`config.mk`:
```
export PLATFORM = sky130hd
export DESIGN_NAME = framed_response_crc_checker_core_flat
export DESIGN_NICKNAME = d
export VERILOG_FILES = /design/src/design/frc_pkg.sv /design/src/design/frc_if.sv /design/src/design/framed_response_crc_checker_core.sv /design/src/design/frc_in_stage.sv /design/src/design/frc_frame.sv /design/src/design/frc_out_stage.sv /design/src/flat_wrapper.sv
export SDC_FILE = /design/constraint.sdc
export NUM_CORES = 1
export LEC_CHECK = 0
export CORE_MARGIN = 5
export CORE_UTILIZATION = 45
export DETAILED_ROUTE_END_ITERATION = 16
export DONT_BUFFER_PORTS = 1
export RECOVER_POWER = 50
export SLEW_MARGIN = 20
export SYNTH_ARGS = -nofsm -noshare
export SYNTH_HDL_FRONTEND = slang
export SYNTH_HIERARCHICAL = 1
export SYNTH_SLANG_ARGS = --single-unit
```
`constraint.sdc`:
```
create_clock -name clk -period 8.3 [get_ports clk]
set_input_delay 1.245 -clock clk [delete_from_list [all_inputs] [get_ports clk]]
set_output_delay 1.245 -clock clk [all_outputs]
set_load 0.05 [all_outputs]
```
`src/design/frc_pkg.sv`:
```
// Package for the framed response CRC checker.
// Holds command, status and register codes, item structs and the CRC and hex helpers.
// No dependencies; every other design file uses it.
package frc_pkg;

    localparam int CMD_W    = 2;
    localparam int BYTE_W   = 8;
    localparam int WORD_W   = 16;
    localparam int STATUS_W = 3;
    localparam int CFG_IDX_W = 2;
    localparam int TAIL_LEN = 4;

    localparam logic [WORD_W-1:0] CRC_POLY   = 16'h1021;
    localparam logic [BYTE_W-1:0] CLOSE_BRACE = 8'h7D;
    localparam logic [WORD_W-1:0] COUNT_MAX  = 16'hFFFF;

    // Reset values of the configuration registers
    localparam logic [BYTE_W-1:0] START_MARKER_RST  = 8'd2;
    localparam logic [BYTE_W-1:0] STOP_MARKER_RST   = 8'd3;
    localparam logic [WORD_W-1:0] CRC_SEED_RST      = 16'hFFFF;
    localparam logic [WORD_W-1:0] TIMEOUT_TICKS_RST = 16'd100;

    typedef enum logic [CMD_W-1:0] {
        CMD_ARM  = 2'd0,
        CMD_BYTE = 2'd1,
        CMD_TICK = 2'd2
    } cmd_t;

    typedef enum logic [STATUS_W-1:0] {
        ST_CRC_OK    = 3'd0,
        ST_NO_CRC    = 3'd1,
        ST_MISMATCH  = 3'd2,
        ST_MALFORMED = 3'd3,
        ST_TIMEOUT   = 3'd4
    } status_t;

    typedef enum logic [CFG_IDX_W-1:0] {
        REG_START_MARKER  = 2'd0,
        REG_STOP_MARKER   = 2'd1,
        REG_CRC_SEED      = 2'd2,
        REG_TIMEOUT_TICKS = 2'd3
    } cfg_reg_t;

    // Item held in the input register
    typedef struct packed {
        logic              valid;
        logic [CMD_W-1:0]  command;
        logic [BYTE_W-1:0] rx_byte;
    } item_t;

    // Result handed from the frame logic to the output register
    typedef struct packed {
        logic [STATUS_W-1:0] status;
        logic [WORD_W-1:0]   received_crc;
        logic [WORD_W-1:0]   calc_crc;
        logic [WORD_W-1:0]   payload_length;
    } result_t;

    typedef struct packed {
        logic       ok;
        logic [3:0] nibble;
    } hex_t;

    // One byte of CRC-16, MSB first, no reflection
    function automatic logic [WORD_W-1:0] crc_byte(input logic [WORD_W-1:0] crc_in,
                                                   input logic [BYTE_W-1:0] data);
        logic [WORD_W-1:0] c;
        c = crc_in ^ {data, 8'h00};
        for (int i = 0; i < BYTE_W; i++) begin
            if (c[WORD_W-1])
                c = {c[WORD_W-2:0], 1'b0} ^ CRC_POLY;
            else
                c = {c[WORD_W-2:0], 1'b0};
        end
        return c;
    endfunction

    // Decode one ASCII hex character
    function automatic hex_t hex_decode(input logic [BYTE_W-1:0] ch);
        hex_t h;
        h.ok     = 1'b0;
        h.nibble = 4'd0;
        if (ch >= 8'h30 && ch <= 8'h39) begin
            h.ok     = 1'b1;
            h.nibble = 4'(ch - 8'h30);
        end else if (ch >= 8'h61 && ch <= 8'h66) begin
            h.ok     = 1'b1;
            h.nibble = 4'(ch - 8'h57);
        end else if (ch >= 8'h41 && ch <= 8'h46) begin
            h.ok     = 1'b1;
            h.nibble = 4'(ch - 8'h37);
        end
        return h;
    endfunction

endpackage

```
`src/design/frc_if.sv`:
```
// Valid/ready channel interfaces for the framed response CRC checker.
// Depends on frc_pkg for field widths.
interface frc_req_if;
    logic                        valid;
    logic                        ready;
    logic [frc_pkg::CMD_W-1:0]   command;
    logic [frc_pkg::BYTE_W-1:0]  rx_byte;

    modport source (output valid, output command, output rx_byte, input ready);
    modport sink   (input valid, input command, input rx_byte, output ready);
endinterface

interface frc_rsp_if;
    logic                          valid;
    logic                          ready;
    logic [frc_pkg::STATUS_W-1:0]  status;
    logic [frc_pkg::WORD_W-1:0]    received_crc;
    logic [frc_pkg::WORD_W-1:0]    calc_crc;
    logic [frc_pkg::WORD_W-1:0]    payload_length;

    modport source (output valid, output status, output received_crc,
                    output calc_crc, output payload_length, input ready);
    modport sink   (input valid, input status, input received_crc,
                    input calc_crc, input payload_length, output ready);
endinterface

```
`src/design/framed_response_crc_checker_core.sv`:
```
// Top level of the framed response CRC checker.
// Depends on frc_pkg, frc_if, frc_in_stage, frc_frame and frc_out_stage.
//
// Takes one item (arm, received byte or tick) per clock and answers with at
// most one result per item: ok, no checksum, mismatch, malformed or timeout.
// An accepted item lands in an input register; from there the frame
// logic updates the byte count, the four-byte trailer window and the CRC-16
// (one full byte of the 0x1021 polynomial per cycle) and, for a stop byte or
// an expiring tick, writes the result register. A result thus passes the
// input register and then the result register before it shows on rsp; items
// flow at one per cycle; input stalls only while the result register is full
// and not being taken and the pending item would produce another result.
module framed_response_crc_checker_core (
    input  logic                          clk,
    input  logic                          rst_n,
    frc_req_if.sink                       req,
    frc_rsp_if.source                     rsp,
    input  logic                          cfg_wr_en,
    input  logic [frc_pkg::CFG_IDX_W-1:0] cfg_index,
    input  logic [frc_pkg::WORD_W-1:0]    cfg_data
);

    frc_pkg::item_t   item;
    frc_pkg::result_t res;
    logic             take;
    logic             res_valid;
    logic             slot_free;

    frc_in_stage u_in (
        .clk   (clk),
        .rst_n (rst_n),
        .req   (req),
        .take  (take),
        .item  (item)
    );

    frc_frame u_frame (
        .clk       (clk),
        .rst_n     (rst_n),
        .cfg_wr_en (cfg_wr_en),
        .cfg_index (cfg_index),
        .cfg_data  (cfg_data),
        .item      (item),
        .slot_free (slot_free),
        .take      (take),
        .res_valid (res_valid),
        .res       (res)
    );

    frc_out_stage u_out (
        .clk       (clk),
        .rst_n     (rst_n),
        .res_valid (res_valid),
        .res       (res),
        .slot_free (slot_free),
        .rsp       (rsp)
    );

endmodule

```
`src/design/frc_in_stage.sv`:
```
// Input register of the framed response CRC checker.
// Depends on frc_pkg and frc_req_if.
module frc_in_stage (
    input  logic            clk,
    input  logic            rst_n,
    frc_req_if.sink         req,
    input  logic            take,
    output frc_pkg::item_t  item
);

    logic                       valid_reg;
    logic                       valid_next;
    logic [frc_pkg::CMD_W-1:0]  command_reg;
    logic [frc_pkg::BYTE_W-1:0] rx_byte_reg;
    logic                       load;

    // Accept a new item when the register is empty or drains this cycle
    assign req.ready = !valid_reg || take;
    assign load      = req.valid && req.ready;

    always_comb
    begin
        valid_next = valid_reg;
        if (load)
            valid_next = 1'b1;
        else if (take)
            valid_next = 1'b0;
    end

    always_ff @(posedge clk or negedge rst_n)
    begin
        if (!rst_n)
            valid_reg <= 1'b0;
        else
            valid_reg <= valid_next;
    end

    // Hold the payload of the accepted item
    always_ff @(posedge clk)
    begin
        if (load)
        begin
            command_reg <= req.command;
            rx_byte_reg <= req.rx_byte;
        end
    end

    assign item.valid   = valid_reg;
    assign item.command = command_reg;
    assign item.rx_byte = rx_byte_reg;

endmodule

```
`src/design/frc_frame.sv`:
```
// Frame state, configuration registers and frame judgment.
// Depends on frc_pkg.
module frc_frame (
    input  logic                          clk,
    input  logic                          rst_n,
    input  logic                          cfg_wr_en,
    input  logic [frc_pkg::CFG_IDX_W-1:0] cfg_index,
    input  logic [frc_pkg::WORD_W-1:0]    cfg_data,
    input  frc_pkg::item_t                item,
    input  logic                          slot_free,
    output logic                          take,
    output logic                          res_valid,
    output frc_pkg::result_t              res
);

    // Configuration registers
    logic [frc_pkg::BYTE_W-1:0] start_marker_reg;
    logic [frc_pkg::BYTE_W-1:0] stop_marker_reg;
    logic [frc_pkg::WORD_W-1:0] crc_seed_reg;
    logic [frc_pkg::WORD_W-1:0] timeout_ticks_reg;

    // Receive state
    logic [frc_pkg::BYTE_W-1:0] tail_reg  [frc_pkg::TAIL_LEN];
    logic [frc_pkg::BYTE_W-1:0] tail_next [frc_pkg::TAIL_LEN];
    logic [frc_pkg::WORD_W-1:0] count_reg, count_next;
    logic [frc_pkg::WORD_W-1:0] crc_reg, crc_next;
    logic [frc_pkg::WORD_W-1:0] tick_reg, tick_next;
    logic                       receiving_reg, receiving_next;

    logic [frc_pkg::WORD_W-1:0] tick_inc;
    logic                       is_start, is_stop, timed_out;
    logic                       produces;
    frc_pkg::hex_t              hex [frc_pkg::TAIL_LEN];
    logic                       hex_ok;
    logic [frc_pkg::WORD_W-1:0] rx_crc;
    frc_pkg::result_t           judged;

    // Write configuration registers
    always_ff @(posedge clk or negedge rst_n)
    begin
        if (!rst_n)
        begin
            start_marker_reg  <= frc_pkg::START_MARKER_RST;
            stop_marker_reg   <= frc_pkg::STOP_MARKER_RST;
            crc_seed_reg      <= frc_pkg::CRC_SEED_RST;
            timeout_ticks_reg <= frc_pkg::TIMEOUT_TICKS_RST;
        end
        else if (cfg_wr_en)
        begin
            case (frc_pkg::cfg_reg_t'(cfg_index))
                frc_pkg::REG_START_MARKER:  start_marker_reg  <= cfg_data[frc_pkg::BYTE_W-1:0];
                frc_pkg::REG_STOP_MARKER:   stop_marker_reg   <= cfg_data[frc_pkg::BYTE_W-1:0];
                frc_pkg::REG_CRC_SEED:      crc_seed_reg      <= cfg_data;
                frc_pkg::REG_TIMEOUT_TICKS: timeout_ticks_reg <= cfg_data;
                default: ;
            endcase
        end
    end

    // Decode the current item against the state
    assign is_start  = item.rx_byte == start_marker_reg;
    assign is_stop   = !is_start && (item.rx_byte == stop_marker_reg);
    assign tick_inc  = (tick_reg == frc_pkg::COUNT_MAX) ? tick_reg : tick_reg + 1'b1;
    assign timed_out = tick_inc >= timeout_ticks_reg;

    always_comb
    begin
        produces = 1'b0;
        if (receiving_reg)
        begin
            case (frc_pkg::cmd_t'(item.command))
                frc_pkg::CMD_BYTE: produces = is_stop;
                frc_pkg::CMD_TICK: produces = timed_out;
                default:           produces = 1'b0;
            endcase
        end
    end

    // Advance unless a result has no room in the output register
    assign take      = item.valid && (!produces || slot_free);
    assign res_valid = take && produces;

    // Decode the trailer as four hex digits
    always_comb
    begin
        hex_ok = 1'b1;
        for (int i = 0; i < frc_pkg::TAIL_LEN; i++)
        begin
            hex[i] = frc_pkg::hex_decode(tail_reg[i]);
            hex_ok = hex_ok && hex[i].ok;
        end
        rx_crc = {hex[0].nibble, hex[1].nibble, hex[2].nibble, hex[3].nibble};
    end

    // Judge the frame at the stop byte
    always_comb
    begin
        judged.status         = frc_pkg::ST_MALFORMED;
        judged.received_crc   = '0;
        judged.calc_crc       = '0;
        judged.payload_length = count_reg;
        if (count_reg == '0)
            judged.status = frc_pkg::ST_MALFORMED;
        else if (tail_reg[frc_pkg::TAIL_LEN-1] == frc_pkg::CLOSE_BRACE)
            judged.status = frc_pkg::ST_NO_CRC;
        else if (count_reg <= frc_pkg::WORD_W'(frc_pkg::TAIL_LEN) || !hex_ok)
            judged.status = frc_pkg::ST_MALFORMED;
        else
        begin
            judged.status         = (rx_crc == crc_reg) ? frc_pkg::ST_CRC_OK
                                                        : frc_pkg::ST_MISMATCH;
            judged.received_crc   = rx_crc;
            judged.calc_crc       = crc_reg;
            judged.payload_length = (count_reg == frc_pkg::COUNT_MAX)
                                    ? count_reg
                                    : count_reg - frc_pkg::WORD_W'(frc_pkg::TAIL_LEN);
        end
    end

    // Pick the result for this item
    always_comb
    begin
        res = judged;
        if (frc_pkg::cmd_t'(item.command) == frc_pkg::CMD_TICK)
        begin
            res.status         = frc_pkg::ST_TIMEOUT;
            res.received_crc   = '0;
            res.calc_crc       = '0;
            res.payload_length = count_reg;
        end
    end

    // Next state of the receiver
    always_comb
    begin
        tail_next      = tail_reg;
        count_next     = count_reg;
        crc_next       = crc_reg;
        tick_next      = tick_reg;
        receiving_next = receiving_reg;
        case (frc_pkg::cmd_t'(item.command))
            frc_pkg::CMD_ARM:
            begin
                for (int i = 0; i < frc_pkg::TAIL_LEN; i++)
                    tail_next[i] = '0;
                count_next     = '0;
                crc_next       = crc_seed_reg;
                tick_next      = '0;
                receiving_next = 1'b1;
            end
            frc_pkg::CMD_BYTE:
            begin
                if (receiving_reg && !is_start)
                begin
                    if (is_stop)
                        receiving_next = 1'b0;
                    else
                    begin
                        if (count_reg >= frc_pkg::WORD_W'(frc_pkg::TAIL_LEN))
                            crc_next = frc_pkg::crc_byte(crc_reg, tail_reg[0]);
                        for (int i = 0; i < frc_pkg::TAIL_LEN - 1; i++)
                            tail_next[i] = tail_reg[i+1];
                        tail_next[frc_pkg::TAIL_LEN-1] = item.rx_byte;
                        if (count_reg != frc_pkg::COUNT_MAX)
                            count_next = count_reg + 1'b1;
                    end
                end
            end
            frc_pkg::CMD_TICK:
            begin
                if (receiving_reg)
                begin
                    tick_next = tick_inc;
                    if (timed_out)
                        receiving_next = 1'b0;
                end
            end
            default: ;
        endcase
    end

    always_ff @(posedge clk or negedge rst_n)
    begin
        if (!rst_n)
        begin
            for (int i = 0; i < frc_pkg::TAIL_LEN; i++)
                tail_reg[i] <= '0;
            count_reg     <= '0;
            crc_reg       <= frc_pkg::CRC_SEED_RST;
            tick_reg      <= '0;
            receiving_reg <= 1'b0;
        end
        else if (take)
        begin
            tail_reg      <= tail_next;
            count_reg     <= count_next;
            crc_reg       <= crc_next;
            tick_reg      <= tick_next;
            receiving_reg <= receiving_next;
        end
    end

endmodule

```
`src/design/frc_out_stage.sv`:
```
// Result register of the framed response CRC checker.
// Depends on frc_pkg and frc_rsp_if.
module frc_out_stage (
    input  logic              clk,
    input  logic              rst_n,
    input  logic              res_valid,
    input  frc_pkg::result_t  res,
    output logic              slot_free,
    frc_rsp_if.source         rsp
);

    logic             valid_reg;
    logic             valid_next;
    frc_pkg::result_t res_reg;

    // Room for a new result when empty or drained this cycle
    assign slot_free = !valid_reg || rsp.ready;

    always_comb
    begin
        valid_next = valid_reg;
        if (res_valid)
            valid_next = 1'b1;
        else if (rsp.ready)
            valid_next = 1'b0;
    end

    always_ff @(posedge clk or negedge rst_n)
    begin
        if (!rst_n)
            valid_reg <= 1'b0;
        else
            valid_reg <= valid_next;
    end

    // Hold the result until it is taken
    always_ff @(posedge clk)
    begin
        if (res_valid)
            res_reg <= res;
    end

    assign rsp.valid          = valid_reg;
    assign rsp.status         = res_reg.status;
    assign rsp.received_crc   = res_reg.received_crc;
    assign rsp.calc_crc       = res_reg.calc_crc;
    assign rsp.payload_length = res_reg.payload_length;

endmodule

```
`src/flat_wrapper.sv`:
```
// flat-port wrapper written by rule: the top's interface ports become plain ports
module framed_response_crc_checker_core_flat 
  (clk, rst_n, cfg_wr_en, cfg_index, cfg_data, req_valid, req_command, req_rx_byte, req_ready, rsp_valid, rsp_status, rsp_received_crc, rsp_calc_crc, rsp_payload_length, rsp_ready);
  frc_req_if req_i ();
  frc_rsp_if rsp_i ();
  input  logic clk;
  input  logic rst_n;
  input  logic cfg_wr_en;
  input  logic [frc_pkg::CFG_IDX_W-1:0] cfg_index;
  input  logic [frc_pkg::WORD_W-1:0] cfg_data;
  input wire logic [$bits(req_i.valid)-1:0] req_valid;
  input wire logic [$bits(req_i.command)-1:0] req_command;
  input wire logic [$bits(req_i.rx_byte)-1:0] req_rx_byte;
  output wire logic [$bits(req_i.ready)-1:0] req_ready;
  output wire logic [$bits(rsp_i.valid)-1:0] rsp_valid;
  output wire logic [$bits(rsp_i.status)-1:0] rsp_status;
  output wire logic [$bits(rsp_i.received_crc)-1:0] rsp_received_crc;
  output wire logic [$bits(rsp_i.calc_crc)-1:0] rsp_calc_crc;
  output wire logic [$bits(rsp_i.payload_length)-1:0] rsp_payload_length;
  input wire logic [$bits(rsp_i.ready)-1:0] rsp_ready;
  assign req_i.valid = req_valid;
  assign req_i.command = req_command;
  assign req_i.rx_byte = req_rx_byte;
  assign req_ready = req_i.ready;
  assign rsp_valid = rsp_i.valid;
  assign rsp_status = rsp_i.status;
  assign rsp_received_crc = rsp_i.received_crc;
  assign rsp_calc_crc = rsp_i.calc_crc;
  assign rsp_payload_length = rsp_i.payload_length;
  assign rsp_i.ready = rsp_ready;
  framed_response_crc_checker_core u_core (.clk(clk), .rst_n(rst_n), .req(req_i), .rsp(rsp_i), .cfg_wr_en(cfg_wr_en), .cfg_index(cfg_index), .cfg_data(cfg_data));
endmodule
```
==> flow_metrics.tcl, run 1 <==
set metrics [dict create \
    min_period_over_period 0.677 \
    ys_warn_count 6 \
    antenna_found_initial 0 \
    diodes 0 \
    netlist_area_sq_um 10300 \
    path_class "reg2out" \
    drive_gt1_frac 0.178 \
    clkSinkCount 192 \
    cts-resized-gates 0 \
    use_met2 0.279 \
    crit_path_max_fanout 10 \
    fin_crit_ns 5.62 \
    drt-vias-per-instance 5.69 \
    power.internal_mw 1.79 \
    power_density_nw_per_um2 229 \
    first_iter_violations 539 \
    track_usage 0.186 \
    gr-usage-met1 0.271 \
    ios 86 \
    cp.arrival_ns 4.37 \
    path_clk_slew_ns 0.07 \
    io_buffers 0 \
    place_ws_ns 3.15 \
    routedWlPerCell_microns 19.0 \
    grt_util_met3 0.0429 \
    final_nets 1019 \
    largest_reg_flops 32 \
    path_cells "and4_1 -> nand3_1 -> nor4_2 -> nor2_1 -> nand3_1 -> or2_2 -> nand2_1 -> ha_1 -> a21oi_1 -> o21ai_0 -> a21oi_1 -> and3_1 -> a21o_1 -> nor2b_1 -> nand2b_4" \
    cts_root_buffer "clkbuf_16" \
    tns_ns 0 \
    stdcell_count 1245 \
    fp.coreArea_sq_um 22600 \
    worstSetupStartpointType "flip-flop" \
    busiest_layer "met2" \
    p_switching_mw 0.759 \
    grt_pass1_wl_mm 38.4 \
    start_util 0.456 \
    grt_pass1_vias 6928 \
    status "finished, final reports clean" \
    hp-class "reg2reg" \
    dp_cells 1213 \
    clockBufferDepth 2 \
    p_comb_frac 0.188 \
    area_delta_synth_final_pct 7.70 \
    place_hpwl_mm 16.4 \
    ff2ff_path_depth 17 \
    p_sw_frac 0.298 \
    crit_family "simple AND/OR/NAND/NOR gates" \
    cts.htree.levels 4 \
    routed_wl_mm 23.7 \
    rsz0062_at_grt "no" \
    overflow 0 \
    final_max_slew_viol_count 0 \
    cp-end-kind "output pin" \
    hold_buffers 0 \
    cp_num_buf_inv 0 \
    die_y_microns 161 \
    max-cap-violations 0 \
    cts_setup_buffers 0 \
    ys_ff_latch 192 \
    required_ns 7.05 \
    cp_slowest_stage_delay_ns 0.59 \
    p_seq_frac 0.495 \
    dieArea_sq_um 26100 \
    drc 0 \
    synth.avg_cell_area_sq_um 10.6 \
    grt_max_degree 132 \
    relSlewSlack 0.191 \
    drtAntennaViolNets 0 \
    die_w_microns 161 \
    clk_latency_ns 0.44 \
    slowest_stage "nor2b_1" \
    synth_top_flop_cell "dfrtp_1" \
    peakVddDrop_mv 0.140 \
    worst_slack_ns 2.68 \
    seq_area_frac_synth 0.500 \
    synth_cells 970 \
    cp.depth 15 \
    cts_tree "built" \
    numCtsBuffers 17 \
    nFillCells 2060 \
    worstMarginPinSlew_ns 1.21 \
    hold_viol 0 \
    skew_ns 0.0133 \
    dr.pass1.iters 7 \
    synth_cell_types 78 \
    hold_depth 2 \
    synth_edf_count 61 \
    num_vias 7080 \
    gp_congestion 0.849 \
    synthesis.nets 1042 \
    async_flop_share 0.682 \
    p_leak_nw 4.40 \
    clkPwrFrac 0.317 \
    fmax_ghz 0.178 \
    setup_viol 0 \
    num_rows 55 \
]
==> final timing paths <==
kind	start	to	slack, ns
worst min-delay path	u_core/u_frame/tick_reg[12]$_DFFE_PN0P_	u_core/u_frame/tick_reg[12]$_DFFE_PN0P_	0.50
worst min register to register	u_core/u_frame/tick_reg[12]$_DFFE_PN0P_	u_core/u_frame/tick_reg[12]$_DFFE_PN0P_	0.50
min in group asynchronous	rst_n	u_core/u_frame/count_reg[3]$_DFFE_PN0P_	0.51
worst max register to register	u_core/u_frame/tick_reg[4]$_DFFE_PN0P_	u_core/u_frame/crc_reg[12]$_DFFE_PN1P_	3.52
max in group asynchronous	rst_n	u_core/u_frame/stop_marker_reg[0]$_DFFE_PN1P_	7.52
worst max-delay path	u_core/u_frame/tick_reg[4]$_DFFE_PN0P_	req_ready	2.68
==> cells in the mapped netlist, drive strengths merged, types with 10 or more instances <==
| cell type | n | share of area |
|---|---|---|
| nand2b | 10 | 0.0078 |
| and3 | 28 | 0.017 |
| clkbuf | 32 | 0.012 |
| ha | 39 | 0.047 |
| nand2 | 80 | 0.029 |
| xor2 | 44 | 0.037 |
| nor2 | 55 | 0.020 |
| nand3 | 59 | 0.029 |
| a21oi | 35 | 0.017 |
| nor4 | 15 | 0.013 |
| nor3 | 15 | 0.0082 |
| edfxtp | 61 | 0.18 |
| o21ai | 61 | 0.030 |
| nand4 | 11 | 0.0067 |
| xnor2 | 29 | 0.025 |
| buf | 17 | 0.0078 |
| dfstp | 38 | 0.097 |
| mux2 | 73 | 0.080 |
| dfrtp | 93 | 0.23 |
| inv | 64 | 0.023 |
==> layout by cell type (no fill, tap or decap), types with 44 or more instances in the layout <==
master | netlist | routed
dfrtp_1 | 93 | 93
edfxtp_1 | 61 | 61
nand2_1 | 80 | 80
mux2_2 | 73 | 73
nor2_1 | 55 | 55
inv_1 | 64 | 64
nand3_1 | 59 | 59
xor2_1 | 44 | 44
o21ai_0 | 61 | 61
==> kinds of logic (layout without fill, tap and decap cells) <==
kind of cell / after synthesis / count (layout) / synth area share
multiplexers: 77 / 77 / 0.0835
AO/OA/AOI/OAI: 163 / 163 / 0.104
adder cells (fa/ha/maj): 39 / 39 / 0.0473
flip-flops: 192 / 192 / 0.500
XOR/XNOR: 73 / 73 / 0.0619
AND/OR/NAND/NOR: 313 / 313 / 0.161
buffers and inverters: 113 / 103 / 0.0427
==> metrics by stage <==
stage               instance area [sq um]  utilization  power (mW)  hold WS, ns
global route                        11100        0.491        2.69        0.476
floorplan                           10300            -        1.62        0.450
global placement                    10600        0.466        1.75        0.468
finish                              11100        0.491        2.55        0.503
CTS                                 11100        0.491        2.57        0.490
detailed placement                  10600        0.466        1.76        0.497
==> power groups by stage <==
stage / clock [mW] / combinational (mW) / sequential (mW)
after floorplan: 0 / 0.402 / 1.22
after global placement: 0 / 0.467 / 1.28
after detailed placement: 0 / 0.475 / 1.28
after CTS: 0.827 / 0.480 / 1.26
after global routing: 0.875 / 0.533 / 1.28
final: 0.808 / 0.478 / 1.26
==> worst min-delay path, cell delays in order, from the launching register on <==
cell and delay, ns:
dfrtp_1 0.35, nand2_1 0.05, o21ai_0 0.07
==> routing by layer <==
layer | vias up | part of all wire | routed length, microns
met3 | 19 | 0.052 | 1240
met4 | 0 | 0.012 | 293
li1 | 3407 | - | -
met1 | 3473 | 0.48 | 11500
met2 | 181 | 0.45 | 10700
met5 | - | 0 | 0
==> layout make-up <==
class                   instances  area (sq um)  area share
multi-input cells             665          4740       0.427
repair buffers                  7          45.0     0.00405
flip-flops and latches        192          5160       0.464
clock inverters                15           149      0.0134
well taps                     285           357      0.0321
clock buffers                  17           425      0.0383
inverters                      64           240      0.0216
Power figures use the tool's default switching activity.
==> run 2, diff against run 1 <==
--- a/config.mk
+++ b/config.mk
@@ -5,6 +5,7 @@
 export SDC_FILE = /design/constraint.sdc
 export NUM_CORES = 1
 export LEC_CHECK = 0
+export ABC_AREA = 1
 export CORE_MARGIN = 5
 export CORE_UTILIZATION = 45
 export DETAILED_ROUTE_END_ITERATION = 16
==> constraint.sdc (replaced) <==
create_clock -name clk -period 4.53 [get_ports clk]
set_input_delay 0.6795 -clock clk [delete_from_list [all_inputs] [get_ports clk]]
set_output_delay 0.6795 -clock clk [all_outputs]
set_load 0.05 [all_outputs]
==> flow_metrics.tcl, run 2 <==
set metrics [dict create \
    r2r-start "u_core/u_frame/tick_reg[0]$_DFFE_PN0P_" \
    clockBufferDepth 2 \
    die_w_microns 170 \
    synth.avg_cell_area_sq_um 7.93 \
    reg2reg_slack_ns 0.78 \
    ios 86 \
    numCtsBuffers 17 \
    num_rows 58 \
    finalCoreUtilization 0.489 \
    final_cell_mix "424 x nand2_1, 180 x inv_1, 117 x nor2_1" \
    ff2ff_path_depth 23 \
    num_vias 9331 \
    min_period_over_period 0.936 \
    cts.htree.levels 4 \
    peakVddDrop_mv 0.221 \
    worstMarginPinSlew_ns 2.43 \
    grt_max_degree 94 \
    grt_pass1_vias 8607 \
    skew_ns 0.0177 \
    hp-class "in2async" \
    synthesis.nets 1520 \
    path_clk_slew_ns 0.07 \
    async_flop_share 0.682 \
    routedWlPerCell_microns 16.3 \
    relSlewSlack -0.618 \
    cp.arrival_ns 3.56 \
    overflow 0 \
    drive_gt1_frac 0.0984 \
    clkSinkCount 192 \
    synth_cell_types 46 \
    grt_pass1_wl_mm 46.8 \
    fmax_ghz 0.236 \
    antenna_found_initial 0 \
    largest_reg_flops 32 \
    power_density_nw_per_um2 365 \
    max-cap-violations 1 \
    start_util 0.456 \
    cts_tree "built" \
    synth_largest_area_cell "dfrtp_1" \
    place_hpwl_mm 20.0 \
    netlist_top_cells_count "425 x nand2_1, 182 x inv_1, 118 x nor2_1" \
    dieArea_sq_um 28800 \
    fin_crit_ns 4.24 \
    synth_area_leaders "dfrtp_1 20%, edfxtp_1 16%, nand2_1 14%, dfstp_2 8.7%, inv_1 6.0%" \
    ys_ff_latch 192 \
    rr_endpoint "u_core/u_frame/tail_reg[22]$_DFFE_PN0P_" \
    crit_path_max_fanout 4 \
    netlist_area_sq_um 11500 \
    synth_top_flop_cell "dfrtp_1" \
    rsz0062_at_grt "no" \
    final_max_slew_viol_count 94 \
    fp.coreArea_sq_um 25200 \
    violations "max-capacitance violations, max-slew violations" \
    required_ns 3.85 \
    die_y_microns 170 \
    ys_warn_count 6 \
    final_nets 1492 \
    drtAntennaViolNets 0 \
    routed_wl_mm 28.7 \
    gp_congestion 0.897 \
    crit_top_cell "nand2_1" \
    drt-vias-per-instance 5.29 \
    tns_ns 0 \
    drc 0 \
    synth.most_common_cell "nand2_1" \
    cts_root_buffer "clkbuf_16" \
    synth_cells 1448 \
    seq_area_frac_synth 0.449 \
    path_cells "ha_1 -> nand2_1 -> nor3_2 -> nand2_1 -> nor3_4 -> nand2_1 -> o21ai_1 -> inv_1 -> ha_1 -> nand2_1 -> nor4_2 -> nand3_1 -> nand3_1 -> nand2_1 -> nand2_1 -> nand3_4 -> nand2_1 -> inv_1 -> inv_1 -> nand2_4" \
    setup_viol 0 \
    synth_top_area_share 0.203 \
    path_class "reg2out" \
    area_delta_synth_final_pct 7.24 \
    worstSetupStartpointType "flip-flop" \
    io_buffers 0 \
    crit_start "u_core/u_frame/tick_reg[0]$_DFFE_PN0P_" \
    p_leak_nw 5.95 \
    clk_latency_ns 0.44 \
    track_usage 0.201 \
    synth_edf_count 61 \
    diodes 0 \
    cp_slowest_stage_delay_ns 0.39 \
    dr.pass1.iters 6 \
    layout_commonest_cell "nand2_1" \
    status "finished with violations" \
    first_iter_violations 742 \
    cp-end-kind "output pin" \
    hold_viol 0 \
    slowest_stage "dfrtp_1" \
]
[run 2: changes by cell type in the layout (fill, tap and decap cells not counted), moves of 26 or more]
cell	previous run	this run
mux2_2	73	0
nand2_1	80	424
and3_1	27	1
nor2_1	55	117
nand4_1	11	102
inv_1	64	180
[run 2: area by class of cell]
class	count	area, sq um
inverter	189	713
timing repair inverter	2	12.5
multi-input combinational	1000	5270
clock buffer	18	429
sequential	192	5160
tap	330	413
timing repair buffer	18	158
fill	2446	12900
clock inverter	14	149
[run 2: critical path, delay by kind of cell (launching register included)]
| family | cells | cell delay (ns) |
|---|---|---|
| fa+ha+maj | 2 | 0.47 |
| flops | 1 | 0.39 |
| buf+inv | 3 | 0.21 |
| simple gates | 14 | 1.87 |
| compound gates | 1 | 0.15 |
[run 2: how the worst max path moves through the flow]
stage / depth (start not counted) / slack (ns) / endpoint
2_1_floorplan: 18 / 0.45 / u_core/u_out/rsp.calc_crc[0]$_DFFE_PP_
3_3_place_gp: 21 / 0.49 / req_ready
3_5_place_dp: 21 / 0.37 / req_ready
4_1_cts: 20 / 0.09 / req_ready
5_1_grt: 20 / 0.02 / req_ready
6_report: 20 / 0.29 / req_ready
[run 2: logic make-up (layout without fill, tap and decap cells)]
group                      after synthesis  count (layout)  share of synthesized area
and+or+nand+nor                        773             773                      0.309
buffers and inverters                  256             241                     0.0933
DFF                                    192             192                      0.449
AOI/OAI and AO/OA                      126             126                     0.0585
xor gates and xnor gates                62              62                     0.0473
adders and majority gates               39              39                     0.0425
[run 2: metal layers]
metal | vias up | routed length [microns] | global-route usage
met5 | - | 0 | 0
met4 | 0 | 304 | 0.0445
met3 | 21 | 1550 | 0.0363
met2 | 270 | 12300 | 0.289
met1 | 4407 | 14500 | 0.315
li1 | 4633 | - | -
[run 2: timing repair]
action	in CTS	in global routing
hold endpoints to repair	93	0
gates cloned	1	1
setup endpoints to repair	1	1
gates resized for setup	3	6
pin swaps	0	1
hold buffers	1	0
buffers inserted	0	4
[run 2: power breakdown]
| part | switching [mW] | leakage (nW) | total [mW] | internal, mW |
|---|---|---|---|---|
| logic | 0.526 | 3.52 | 0.799 | 0.272 |
| registers | 0.200 | 2.15 | 2.20 | 2.00 |
| clock network | 0.720 | 0.280 | 1.50 | 0.779 |
| total | 1.45 | 5.95 | 4.50 | 3.05 |
[run 2: per-stage QoR]
stage                     power, mW  hold slack (ns)  cells  instance area [sq um]  setup slack, ns
after detailed placement       3.00            0.391   1724                  11700            0.374
after global routing           4.74           0.0573   1763                  12300           0.0193
after CTS                      4.54           0.0591   1758                  12300           0.0938
final                          4.50           0.0914   1763                  12300            0.290
after global placement         2.98            0.390   1724                  11700            0.490
after floorplan                2.74            0.384   1448                  11500            0.453
==> run 3, diff against run 2 <==
--- a/config.mk
+++ b/config.mk
@@ -7,9 +7,11 @@
 export LEC_CHECK = 0
 export ABC_AREA = 1
 export CORE_MARGIN = 5
-export CORE_UTILIZATION = 45
+export CORE_UTILIZATION = 58
 export DETAILED_ROUTE_END_ITERATION = 16
 export DONT_BUFFER_PORTS = 1
+export MAX_ROUTING_LAYER = met4
+export PLACE_DENSITY = 0.76
 export RECOVER_POWER = 50
 export SLEW_MARGIN = 20
 export SYNTH_ARGS = -nofsm -noshare
==> flow_metrics.tcl, run 3 (synthesis gave the netlist of run 2 again) <==
set metrics [dict create \
    final_max_slew_viol_count 94 \
    io_buffers 0 \
    first_iter_violations 820 \
    final_cell_mix "423 x nand2_1, 180 x inv_1, 117 x nor2_1" \
    hold_viol 0 \
    p_leak_nw 5.99 \
    required_ns 3.85 \
    drive_gt1_frac 0.100 \
    overflow 0 \
    drc 0 \
    p_sw_frac 0.307 \
    cts_tree "built" \
    power_density_nw_per_um2 373 \
    cp_num_buf_inv 4 \
    clockBufferDepth 2 \
    r2r-start "u_core/u_frame/tick_reg[1]$_DFFE_PN0P_" \
    grt_pass1_vias 8843 \
    max-cap-violations 1 \
    slowest_stage "dfrtp_1" \
    worstSetupStartpointType "flip-flop" \
    fmax_ghz 0.232 \
    die_w_microns 151 \
    diodes 0 \
    antenna_found_initial 0 \
    clk_latency_ns 0.44 \
    die_y_microns 151 \
    crit_top_cell "nand2_1" \
    p_switching_mw 1.41 \
    numCtsBuffers 17 \
    min_period_over_period 0.953 \
    ios 86 \
    path_class "reg2out" \
    skew_ns 0.0107 \
    setup_viol 0 \
    path_cells "ha_2 -> nand2_1 -> nor3_4 -> nand2_2 -> nor3_4 -> buf_4 -> a21o_1 -> o21ai_1 -> inv_1 -> ha_1 -> nand2_1 -> o21ai_0 -> a21oi_1 -> nand3_2 -> nand2_1 -> nand2_1 -> nand3_4 -> nand2_1 -> inv_1 -> inv_1 -> nand2_4" \
    track_usage 0.255 \
    hp-class "in2async" \
    crit_family "simple AND/OR/NAND/NOR gates" \
    power.internal_mw 3.17 \
    gp_congestion 0.916 \
    path_clk_slew_ns 0.07 \
    cts.htree.levels 4 \
    fp.coreArea_sq_um 19500 \
    cts_root_buffer "clkbuf_16" \
    cp.depth 21 \
    cp_slowest_stage_delay_ns 0.40 \
    crit_path_max_fanout 4 \
    status "finished with violations" \
    clkSinkCount 192 \
    fin_crit_ns 4.32 \
    grt_pass1_wl_mm 44.7 \
    reg2reg_slack_ns 0.32 \
    cp.arrival_ns 3.64 \
    start_util 0.590 \
    grt_max_degree 94 \
    routedWlPerCell_microns 16.1 \
    area_delta_synth_final_pct 6.91 \
    peakVddDrop_mv 0.278 \
    ff2ff_path_depth 21 \
    relSlewSlack -0.618 \
    drtAntennaViolNets 0 \
    place_hpwl_mm 19.1 \
    whs_ns 0.0819 \
    routed_wl_mm 27.3 \
    dr.pass1.iters 7 \
    final_nets 1489 \
    worstMarginPinSlew_ns 2.43 \
    nFillCells 1666 \
    p_seq_frac 0.479 \
    drt-vias-per-instance 5.54 \
    tns_ns 0 \
    cp-end-kind "output pin" \
    clkPwrFrac 0.348 \
    violations "max-capacitance violations, max-slew violations" \
    layout_commonest_cell "nand2_1" \
    rr_endpoint "u_core/u_in/rx_byte_reg[0]$_DFFE_PP_" \
    num_vias 9397 \
    num_rows 51 \
    dieArea_sq_um 22700 \
    rsz0062_at_grt "no" \
    largest_reg_flops 32 \
    p_comb_frac 0.173 \
]
run 3: cell types whose count changed in the layout (fill, tap and decap cells not counted), sizes merged:
cell      delta
clkinvlp     -3
clkbuf       +1
inv          -2
buf          -1
bufinv       +2
run 3: power by group through the flow:
stage	clock, mW	sequential [mW]	combinational [mW]
2_1_floorplan	0	2.13	0.609
3_3_place_gp	0	2.21	0.734
3_5_place_dp	0	2.22	0.754
4_1_cts	1.60	2.18	0.783
5_1_grt	1.68	2.21	0.904
6_report	1.59	2.19	0.792
run 3: worst max-delay path by stage:
stage | from | to | slack (ns)
3_3_place_gp | u_core/u_frame/tick_reg[0]$_DFFE_PN0P_ | req_ready | 0.45
3_5_place_dp | u_core/u_frame/tick_reg[0]$_DFFE_PN0P_ | req_ready | 0.32
5_1_grt | u_core/u_frame/tick_reg[1]$_DFFE_PN0P_ | req_ready | 0.008
2_1_floorplan | u_core/u_frame/tick_reg[0]$_DFFE_PN0P_ | u_core/u_out/rsp.calc_crc[0]$_DFFE_PP_ | 0.45
6_report | u_core/u_frame/tick_reg[1]$_DFFE_PN0P_ | req_ready | 0.21
4_1_cts | u_core/u_frame/tick_reg[0]$_DFFE_PN0P_ | req_ready | 0.07
run 3: cell type report:
class / instances / area (sq um) / share of cell area
Tap cell: 265 / 332 / 0.0270
Clock inverter: 13 / 179 / 0.0146
Multi-Input combinational cell: 1000 / 5300 / 0.432
Clock buffer: 19 / 443 / 0.0361
Inverter: 189 / 709 / 0.0578
Sequential cell: 192 / 5160 / 0.420
Timing Repair Buffer: 17 / 150 / 0.0122
run 3: worst register-to-register path: stages (launching register included):
cell and delay, ns:
dfrtp_1 0.40, ha_2 0.21, nand2_1 0.13, nor3_4 0.22
nand2_2 0.11, nor3_4 0.25, buf_4 0.14, a21o_1 0.09
o21ai_1 0.08, inv_1 0.08, ha_1 0.23, nand2_1 0.15
o21ai_0 0.12, a21oi_1 0.22, nand3_2 0.14, nand2_1 0.08
nand2_1 0.11, nand3_4 0.10, nand2_1 0.05, inv_1 0.07
inv_1 0.07, a21oi_1 0.78
run 3: through the flow:
stage,instances,cell area (sq um),setup WS [ns],util,power [mW]
after floorplan,1448,11500,0.453,-,2.74
after global placement,1658,11600,0.449,0.594,2.95
after detailed placement,1658,11600,0.320,0.594,2.97
after CTS,1691,12200,0.0668,0.628,4.57
after global routing,1695,12300,0.00814,0.630,4.79
final,1695,12300,0.214,0.630,4.58
run 3: metal layers:
metal  up-vias  global-route usage  share of wire
li1       4627                   -              -
met1      4404               0.357           0.47
met2       333               0.396           0.46
met3        33              0.0379          0.061
met4         0              0.0598          0.013
met5         -                   -              0
run 3: repair_timing:
item,CTS,global route
hold buffers,1,0
pin swaps,0,3
endpoints found under the setup margin,1,11
setup buffers,0,4
hold endpoints to repair,93,0
gates resized for setup,3,10
